===== src/mlr_pkg.sv =====
// ----------------------------------------------------------------------------
// mlr_pkg
// Shared types and constants of the midpoint line rasterizer.
// ----------------------------------------------------------------------------
package mlr_pkg;

	localparam int unsigned COORD_BITS_DEF = 6;

	typedef enum logic [1:0] {
		ST_IDLE,
		ST_SWAP,
		ST_ORDER,
		ST_WALK
	} state_t;

	typedef struct packed {
		logic load;
		logic swap;
		logic order;
		logic step;
	} cmd_t;

	typedef struct packed {
		logic last;
		logic out_free;
	} sts_t;

endpackage


===== src/midpoint_line_rasterizer_top.sv =====
// ----------------------------------------------------------------------------
// midpoint_line_rasterizer_top
// Rasterizes one line segment per input transaction with the midpoint method.
// ----------------------------------------------------------------------------
// The input channel carries one segment per transaction as two endpoints on
// a square tile. The output channel returns its pixels in walk order, one per
// transaction, with last_pixel set on the final one.
// A segment passes three setup steps before its first pixel: the endpoints
// are captured, coordinates of steep lines are swapped, and the ends are
// ordered and the decision value is set up. The walk then yields one pixel
// per cycle while the output register is empty or its pixel is being taken.
// The single walk counter and decision register hold one segment at a time;
// a new segment is taken once the last pixel of the previous one sits in
// the output register.
// Reset clears the controller to idle and empties the output register.
// When the receiver stalls, the output register holds its pixel and the
// walk pauses until that pixel is taken.
module midpoint_line_rasterizer_top #(
	parameter int unsigned COORD_BITS = mlr_pkg::COORD_BITS_DEF
) (
	input  logic                  clk,
	input  logic                  arst_n,
	input  logic                  in_valid,
	output logic                  in_ready,
	input  logic [COORD_BITS-1:0] x_start,
	input  logic [COORD_BITS-1:0] y_start,
	input  logic [COORD_BITS-1:0] x_end,
	input  logic [COORD_BITS-1:0] y_end,
	output logic                  out_valid,
	input  logic                  out_ready,
	output logic [COORD_BITS-1:0] pixel_x,
	output logic [COORD_BITS-1:0] pixel_y,
	output logic                  last_pixel
);
	import mlr_pkg::*;

	cmd_t cmd;
	sts_t sts;

	mlr_ctrl u_ctrl (
		.clk      (clk),
		.arst_n   (arst_n),
		.in_valid (in_valid),
		.in_ready (in_ready),
		.sts      (sts),
		.cmd      (cmd)
	);

	mlr_dp #(
		.COORD_BITS (COORD_BITS)
	) u_dp (
		.clk        (clk),
		.arst_n     (arst_n),
		.cmd        (cmd),
		.sts        (sts),
		.x_start    (x_start),
		.y_start    (y_start),
		.x_end      (x_end),
		.y_end      (y_end),
		.out_valid  (out_valid),
		.out_ready  (out_ready),
		.pixel_x    (pixel_x),
		.pixel_y    (pixel_y),
		.last_pixel (last_pixel)
	);

`ifndef SYNTHESIS
	a_busy_after_accept: assert property (@(posedge clk) disable iff (!arst_n)
		in_valid && in_ready |=> !in_ready)
		else $error("input taken again right after a transaction");

	a_no_accept_mid_segment: assert property (@(posedge clk) disable iff (!arst_n)
		out_valid && !last_pixel |-> !in_ready)
		else $error("input ready while a segment is still being walked");

	a_out_held_on_stall: assert property (@(posedge clk) disable iff (!arst_n)
		out_valid && !out_ready |=> out_valid && $stable(pixel_x) && $stable(pixel_y)
			&& $stable(last_pixel))
		else $error("output transaction changed while the receiver stalled");
`endif

endmodule


===== src/mlr_ctrl.sv =====
// ----------------------------------------------------------------------------
// mlr_ctrl
// Controller state machine: accepts a segment, sequences setup and the walk.
// ----------------------------------------------------------------------------
module mlr_ctrl (
	input  logic          clk,
	input  logic          arst_n,
	input  logic          in_valid,
	output logic          in_ready,
	input  mlr_pkg::sts_t sts,
	output mlr_pkg::cmd_t cmd
);
	import mlr_pkg::*;

	state_t state_q;
	state_t state_next;

	always_ff @(posedge clk or negedge arst_n) begin
		if (!arst_n) begin
			state_q <= ST_IDLE;
		end else begin
			state_q <= state_next;
		end
	end

	always_comb begin
		state_next = state_q;
		case (state_q)
			ST_IDLE: begin
				if (in_valid) state_next = ST_SWAP;
			end
			ST_SWAP:  state_next = ST_ORDER;
			ST_ORDER: state_next = ST_WALK;
			ST_WALK: begin
				if (sts.out_free && sts.last) state_next = ST_IDLE;
			end
			default: state_next = ST_IDLE;
		endcase
	end

	always_comb begin
		in_ready  = 1'b0;
		cmd       = '0;
		case (state_q)
			ST_IDLE: begin
				in_ready = 1'b1;
				cmd.load = in_valid;
			end
			ST_SWAP:  cmd.swap  = 1'b1;
			ST_ORDER: cmd.order = 1'b1;
			ST_WALK:  cmd.step  = sts.out_free;
			default: begin
				in_ready = 1'b0;
			end
		endcase
	end

endmodule


===== src/mlr_dp.sv =====
// ----------------------------------------------------------------------------
// mlr_dp
// Datapath: endpoint registers, setup arithmetic, walk registers and the
// output register.
// ----------------------------------------------------------------------------
module mlr_dp #(
	parameter int unsigned COORD_BITS = mlr_pkg::COORD_BITS_DEF
) (
	input  logic                  clk,
	input  logic                  arst_n,
	input  mlr_pkg::cmd_t         cmd,
	output mlr_pkg::sts_t         sts,
	input  logic [COORD_BITS-1:0] x_start,
	input  logic [COORD_BITS-1:0] y_start,
	input  logic [COORD_BITS-1:0] x_end,
	input  logic [COORD_BITS-1:0] y_end,
	output logic                  out_valid,
	input  logic                  out_ready,
	output logic [COORD_BITS-1:0] pixel_x,
	output logic [COORD_BITS-1:0] pixel_y,
	output logic                  last_pixel
);
	import mlr_pkg::*;

	localparam int unsigned N  = COORD_BITS;
	localparam int unsigned DW = COORD_BITS + 2;

	logic [N-1:0] x0_q, y0_q, x1_q, y1_q;
	logic         steep_q;
	logic         rising_q;
	logic [N-1:0] u_q, v_q, stop_q;
	logic signed [DW-1:0] d_q, aa_q, ab_q;
	logic         out_valid_q;
	logic [N-1:0] px_q, py_q;
	logic         last_q;

	logic [N-1:0] adx, ady;
	logic         steep;
	logic         swap_ends;
	logic [N-1:0] lx, ly, rx, ry;
	logic [N-1:0] ydiff, bw;
	logic         rising;
	logic signed [DW-1:0] aa, bs, half_b;
	logic         last;

	assign adx   = (x1_q >= x0_q) ? (x1_q - x0_q) : (x0_q - x1_q);
	assign ady   = (y1_q >= y0_q) ? (y1_q - y0_q) : (y0_q - y1_q);
	assign steep = adx < ady;

	assign swap_ends = x0_q > x1_q;
	assign lx = swap_ends ? x1_q : x0_q;
	assign ly = swap_ends ? y1_q : y0_q;
	assign rx = swap_ends ? x0_q : x1_q;
	assign ry = swap_ends ? y0_q : y1_q;
	assign rising = ly < ry;
	assign ydiff  = rising ? (ry - ly) : (ly - ry);
	assign bw     = rx - lx;
	assign aa     = -signed'({2'b00, ydiff});
	assign bs     = signed'({2'b00, bw});
	assign half_b = signed'({3'b000, bw[N-1:1]});

	assign last         = u_q == stop_q;
	assign sts.last     = last;
	assign sts.out_free = !out_valid_q || out_ready;

	always_ff @(posedge clk) begin
		if (cmd.load) begin
			x0_q <= x_start;
			y0_q <= y_start;
			x1_q <= x_end;
			y1_q <= y_end;
		end else if (cmd.swap) begin
			steep_q <= steep;
			if (steep) begin
				x0_q <= y0_q;
				y0_q <= x0_q;
				x1_q <= y1_q;
				y1_q <= x1_q;
			end
		end
		if (cmd.order) begin
			rising_q <= rising;
			u_q      <= rising ? lx : rx;
			v_q      <= rising ? ly : ry;
			stop_q   <= rising ? rx : lx;
			aa_q     <= aa;
			ab_q     <= aa + bs;
			d_q      <= aa + half_b;
		end else if (cmd.step) begin
			u_q <= rising_q ? (u_q + 1'b1) : (u_q - 1'b1);
			if (d_q < 0) begin
				v_q <= v_q + 1'b1;
				d_q <= d_q + ab_q;
			end else begin
				d_q <= d_q + aa_q;
			end
		end
		if (cmd.step) begin
			px_q   <= steep_q ? v_q : u_q;
			py_q   <= steep_q ? u_q : v_q;
			last_q <= last;
		end
	end

	always_ff @(posedge clk or negedge arst_n) begin
		if (!arst_n) begin
			out_valid_q <= 1'b0;
		end else if (cmd.step) begin
			out_valid_q <= 1'b1;
		end else if (out_ready) begin
			out_valid_q <= 1'b0;
		end
	end

	assign out_valid  = out_valid_q;
	assign pixel_x    = px_q;
	assign pixel_y    = py_q;
	assign last_pixel = last_q;

endmodule

===== config.mk =====
export PLATFORM = sky130hd
export DESIGN_NAME = midpoint_line_rasterizer_top
export DESIGN_NICKNAME = d
export VERILOG_FILES = /design/src/mlr_pkg.sv /design/src/midpoint_line_rasterizer_top.sv /design/src/mlr_ctrl.sv /design/src/mlr_dp.sv
export SDC_FILE = /design/constraint.sdc
export NUM_CORES = 1
export LEC_CHECK = 0
export ABC_AREA = 1
export CORE_MARGIN = 2
export CORE_UTILIZATION = 30
export DETAILED_ROUTE_END_ITERATION = 7
export DONT_BUFFER_PORTS = 1
export GPL_TIMING_DRIVEN = 0
export SYNTH_ARGS = -nofsm -noshare
export SYNTH_HDL_FRONTEND = slang
export SYNTH_HIERARCHICAL = 1
export SYNTH_SLANG_ARGS = --single-unit
export TNS_END_PERCENT = 5

===== constraint.sdc =====
create_clock -name clk -period 5.6 [get_ports clk]
set_input_delay 1.12 -clock clk [delete_from_list [all_inputs] [get_ports clk]]
set_output_delay 1.12 -clock clk [all_outputs]
set_load 0.005 [all_outputs]

==> flow_metrics.env, run 1 <==
export IMPL_outcome="finished, final reports clean"
export IMPL_synth_mux_area_share_pct=1.19
export IMPL_maxCapViolCount=0
export IMPL_yosysTopAreaCell="edfxtp_1"
export IMPL_yosys_cell_types_count=45
export IMPL_ys_ff_latch=84
export IMPL_portBuffers=0
export IMPL_path_max_fanout=10
export IMPL_numClockSinks=84
export IMPL_yosys_area_share_xor_xnor_pct=3.55
export IMPL_num_vias=5809
export IMPL_dieArea_mm2=0.0244
export IMPL_holdBufCountCts=0
export IMPL_ios=43
export IMPL_drt_initial_drc_count=391
export IMPL_worstSetupEndpointType="flop"
export IMPL_finalCritPeriodShare_pct=89.1
export IMPL_cts_resized=0
export IMPL_cts_max_level=3
export IMPL_drt_first_pass_iters=5
export IMPL_die_x_um=156
export IMPL_fillerInstances=2431
export IMPL_hold_viol=0
export IMPL_yosysWarnings=6
export IMPL_crit_required_ns=5.71
export IMPL_grt_overflow=0
export IMPL_hold_class="input pin to asynchronous set/reset pin"
export IMPL_tightest_slew_ns=1.17
export IMPL_max_stage_delay_ns=0.45
export IMPL_path_clk_slew_ns=0.07
export IMPL_grt_pass1_vias=5537
export IMPL_initial_utilization_pct=30.6
export IMPL_start_kind="flop"
export IMPL_wirelength_um=17800
export IMPL_layout_setup_ws_ns=0.609
export IMPL_maxSlewViolCount=0
export IMPL_final_setup_skew_ns=0.00752
export IMPL_path_class="flop to flop"
export IMPL_slew_headroom_pct=21.8
export IMPL_synth_compound_area_share_pct=12.6
export IMPL_antenna_found_initial=0
export IMPL_grt_usage_pct=15.3
export IMPL_min_period_ns=4.99
export IMPL_num_antenna_cells=0
export IMPL_r2r_slack_ns=0.61
export IMPL_synthAdderAreaFrac_pct=12.4
export IMPL_crit_family="simple AND/OR/NAND/NOR gates"
export IMPL_grt_pass1_wl_um=29000
export IMPL_routabilityCongestion=0.922
export IMPL_worst_ep_arrival_time_ns=5.10
export IMPL_crit_top_cell="nand2_1"
export IMPL_area_growth_pct=9.83
export IMPL_clk_path_buf_depth=2
export IMPL_syn_area_per_cell_um2=7.78
export IMPL_rsz0062_at_grt="false"
export IMPL_drcViolationCount=0
export IMPL_layout_drive_gt1_share_pct=8.13
export IMPL_via_per_inst=4.86
export IMPL_cts_tree="yes"
export IMPL_synth_top_area_share_pct=35.0
export IMPL_cts_inserted_buffers=9
export IMPL_ys_top_cells_by_area="edfxtp_1 35%, nand2_1 14%, ha_1 10%, inv_1 6.5%, o21ai_0 6.3%"
export IMPL_clkLatencyLatePin_ns=0.36
export IMPL_dp_slack_ns=0.607
export IMPL_tns_ns=0
export IMPL_row_count=55
export IMPL_critPathSlowestCell="edfxtp_1"
export IMPL_postSynthNetCount=986
export IMPL_post_drt_wl_per_cell_um=14.9
export IMPL_coreArea_mm2=0.0227
export IMPL_fp_dieH_um=156
export IMPL_ys_seq_area_share_pct=36.1
export IMPL_setup_violations=0
export IMPL_grt_max_degree=26
export IMPL_max_freq_mhz=200
export IMPL_yosys_area_share_simple_pct=24.9
export IMPL_critPathBufInv=7
export IMPL_final_nets=997
export IMPL_synth_top_family_by_area="simple AND/OR/NAND/NOR gates"
export IMPL_synth_area_mm2=0.00695
export IMPL_synth_cells=894
export IMPL_post_cts_buffers=0
export IMPL_post_dp_hpwl_um=14600
export IMPL_reg_top3="u_dp/aa_q (8), u_dp/ab_q (8), u_dp/d_q (8)"
export IMPL_ant_nets=0
export IMPL_clockRootBuffer="clkbuf_16"
## placed cells by master, fill, tap and decap left out, types with 5 or more instances in the layout
cell / n
a21oi_1: 42
buf_6: 7
clkbuf_1: 17
clkbuf_16: 9
edfxtp_1: 81
fa_1: 8
ha_1: 56
inv_1: 120
inv_2: 5
mux2i_1: 6
nand2_1: 260
nand2_2: 16
nand3_1: 55
nand4_1: 7
nor2_1: 36
o21ai_0: 87
o21ai_1: 7
o21ai_2: 5
or2_2: 5
xor2_1: 22
## synthesized netlist by cell type (all sizes together)
cell     number
nand2       278
inv         125
o21ai        99
edfxtp       81
nand3        61
ha           56
a21oi        43
nor2         38
xor2         23
clkbuf       16
buf          13
fa            8
nand4         7
mux2i         6
or2           5
nor3          4
o21bai        4
o22ai         4
dfrtp         3
o211ai        3
xnor2         3
a21boi        2
clkinv        2
mux2          2
o31ai         2
a21o          1
and2          1
nor4          1
o2111ai       1
o21a          1
o32ai         1
## path summary, 6_finish.rpt
kind | cells past startpoint | to | startpoint
worst max-delay path | 32 | u_dp/d_q[6]$_DFFE_PP_ | u_dp/x0_q[0]$_DFFE_PP_
worst min-delay path | 0 | u_dp/out_valid$_DFFE_PN0P_ | arst_n
worst max register to register | 32 | u_dp/d_q[6]$_DFFE_PP_ | u_dp/x0_q[0]$_DFFE_PP_
worst min register to register | 2 | u_dp/out_valid$_DFFE_PN0P_ | u_dp/out_valid$_DFFE_PN0P_
max in group asynchronous | 0 | u_ctrl/state_q[1]$_DFFE_PN0P_ | arst_n
min in group clk | 2 | u_dp/out_valid$_DFFE_PN0P_ | u_dp/out_valid$_DFFE_PN0P_
## routing by layer
layer	track usage, %	part of all wire, %	up-vias
met4	6.20	2.8	0
met2	24.0	44	147
met3	2.66	4.9	25
met5	0	0	-
met1	21.1	48	2672
li1	-	-	2965
## kinds of logic after synthesis
kind of cell,after synthesis
fa+ha+maj,64
flops,84
compound gates,161
simple gates,395
buf+inv,156
xor+xnor,26
mux,8
## worst register-to-register path: cells and delay by family, from the launching register on
family / cells / cell delay (ns)
fa+ha+maj: 5 / 1.61
flops: 1 / 0.45
buf+inv: 7 / 0.70
simple gates: 20 / 1.98
## metrics by stage
stage / util (%) / std cells / hold WS, ns / area, um^2
6_report: 33.6 / 1195 / 0.449 / 7630
3_5_place_dp: 32.2 / 1179 / 0.533 / 7310
3_3_place_gp: 32.2 / 1179 / 0.520 / 7310
5_1_grt: 33.6 / 1195 / 0.426 / 7630
2_1_floorplan: - / 894 / 0.489 / 6950
4_1_cts: 33.6 / 1195 / 0.434 / 7630
## final cells by class
class	count	area, um^2	area share [%]
Sequential cell	84	2510	32.8
Buffer	29	176	2.31
Multi-Input combinational cell	654	3790	49.7
Tap cell	285	357	4.67
Inverter	127	477	6.24
Clock buffer	10	229	3.00
Clock inverter	6	97.6	1.28
Power of run 1 is not shown: default switching activity piles up to over one toggle a cycle in this logic, so the estimate is an artifact.
==> run 2: changes to the inputs <==
Settings changed: CORE_UTILIZATION 30 to 47.
==> run 2 against run 1 <==
- design area down 1.8%
- worst setup slack worse by 0.075 ns
- first-iteration DRC count shrank 12%
- clock skew up 0.0019 ns
- routed wire length rose by 1.6%
- core utilization grew 18 points
- count of clock-buffer cells in the layout is 1 higher
- non-clock buffer count is the same
- sequential share of layout area grew 0.60 points
- register-to-register slack worse by 0.07 ns
- critical endpoint unchanged
==> flow_metrics.env, run 2 (synthesis results as in run 1) <==
export IMPL_start_kind="flop"
export IMPL_ant_nets=0
export IMPL_crit_required_ns=5.70
export IMPL_top_layer="met4"
export IMPL_worstSetupEndpointType="flop"
export IMPL_grt_max_degree=26
export IMPL_critPathSlowestCell="edfxtp_1"
export IMPL_path_class="flop to flop"
export IMPL_setup_violations=0
export IMPL_fp_dieH_um=126
export IMPL_final_nets=997
export IMPL_row_count=44
export IMPL_maxCapViolCount=0
export IMPL_drcViolationCount=0
export IMPL_min_period_ns=5.07
export IMPL_cts_inserted_buffers=9
export IMPL_wl_met2_um=8480
export IMPL_antenna_found_initial=0
export IMPL_grt_pass1_wl_um=29200
export IMPL_grt_usage_pct=23.5
export IMPL_path_max_fanout=10
export IMPL_fillerInstances=1451
export IMPL_wl_met3_um=759
export IMPL_hold_class="input pin to asynchronous set/reset pin"
export IMPL_post_dp_hpwl_um=14500
export IMPL_via_per_inst=5.41
export IMPL_clockRootBuffer="clkbuf_16"
export IMPL_hold_viol=0
export IMPL_reg_top3="u_dp/aa_q (8), u_dp/ab_q (8), u_dp/d_q (8)"
export IMPL_num_vias=5917
export IMPL_layout_drive_gt1_share_pct=8.02
export IMPL_final_setup_skew_ns=0.00937
export IMPL_drt_initial_drc_count=343
export IMPL_holdBufCountCts=0
export IMPL_clk_path_buf_depth=2
export IMPL_path_clk_slew_ns=0.07
export IMPL_cts_resized=0
export IMPL_final_common_cell="nand2_1"
export IMPL_mostFrequentLayoutCells="260 x nand2_1, 120 x inv_1, 87 x o21ai_0, 81 x edfxtp_1, 56 x ha_1"
export IMPL_post_cts_buffers=0
export IMPL_design_area_mm2=0.00750
export IMPL_cts_max_level=3
export IMPL_wl_met1_um=8360
export IMPL_crit_family="simple AND/OR/NAND/NOR gates"
export IMPL_max_freq_mhz=197
export IMPL_wirelength_um=18000
export IMPL_critPathBufInv=7
export IMPL_initial_utilization_pct=48.0
export IMPL_finalCritPeriodShare_pct=90.5
export IMPL_rsz0062_at_grt="false"
export IMPL_area_growth_pct=7.87
export IMPL_coreArea_mm2=0.0145
export IMPL_maxSlewViolCount=0
export IMPL_slew_headroom_pct=21.3
export IMPL_outcome="finished, final reports clean"
export IMPL_postLayoutCoreUtil_pct=51.8
export IMPL_cts_tree="yes"
export IMPL_dpl_cell_area_mm2=0.00718
export IMPL_routabilityCongestion=0.942
export IMPL_hold_ws_ns=0.457
export IMPL_tightest_slew_ns=1.18
export IMPL_regArea_mm2=0.00251
export IMPL_drt_first_pass_iters=5
export IMPL_worst_ep_arrival_time_ns=5.16
export IMPL_ios=43
export IMPL_dieArea_mm2=0.0158
export IMPL_portBuffers=0
export IMPL_die_x_um=126
export IMPL_max_stage_delay_ns=0.49
export IMPL_post_drt_wl_per_cell_um=16.5
export IMPL_grt_pass1_vias=5750
export IMPL_numClockSinks=84
export IMPL_multiInputGateArea_mm2=0.00379
export IMPL_clkLatencyLatePin_ns=0.35
export IMPL_grt_overflow=0
export IMPL_tns_ns=0
export IMPL_num_antenna_cells=0
export IMPL_crit_top_cell="nand2_1"
==> run 2: path summary, 6_finish.rpt <==
| kind | slack, ns | from | to | depth (start not counted) |
|---|---|---|---|---|
| max | 0.53 | u_dp/x0_q[0]$_DFFE_PP_ | u_dp/d_q[6]$_DFFE_PP_ | 32 |
| min | 0.46 | arst_n | u_ctrl/state_q[1]$_DFFE_PN0P_ | 0 |
| max reg2reg | 0.53 | u_dp/x0_q[0]$_DFFE_PP_ | u_dp/d_q[6]$_DFFE_PP_ | 32 |
| min reg2reg | 0.56 | u_ctrl/state_q[1]$_DFFE_PN0P_ | u_ctrl/state_q[1]$_DFFE_PN0P_ | 2 |
| max in group asynchronous | 5.07 | arst_n | u_dp/out_valid$_DFFE_PN0P_ | 0 |
| min in group clk | 0.56 | u_ctrl/state_q[1]$_DFFE_PN0P_ | u_ctrl/state_q[1]$_DFFE_PN0P_ | 2 |
==> run 2: per-stage QoR <==
step	worst slack, ns	instances
2_1_floorplan	1.34	894
3_3_place_gp	0.647	1078
3_5_place_dp	0.595	1078
4_1_cts	0.577	1094
5_1_grt	0.0959	1094
6_report	0.534	1094
==> run 2: layout make-up <==
type                       instances  area share [%]
multi-input combinational        654            50.6
sequential                        84            33.4
inverter                         127            6.36
clock buffer                      11            3.10
tap                              184            3.07
buffer                            29            2.35
clock inverter                     5            1.12
==> run 2: layer usage <==
metal  vias to the layer above  track usage, %
met5                         -               0
met4                         0            8.04
met3                        30            3.65
met2                       155            39.8
met1                      2763            30.7
li1                       2969               -
==> run 2: worst reg2reg max path: cells and delay by family, from the launching register on <==
kind,cells,cell delay (ns)
buffers and inverters,7,0.75
AND/OR/NAND/NOR,20,1.96
flip-flops,1,0.49
adder cells (fa/ha/maj),5,1.62
Power of run 2 is left out for the same reason.
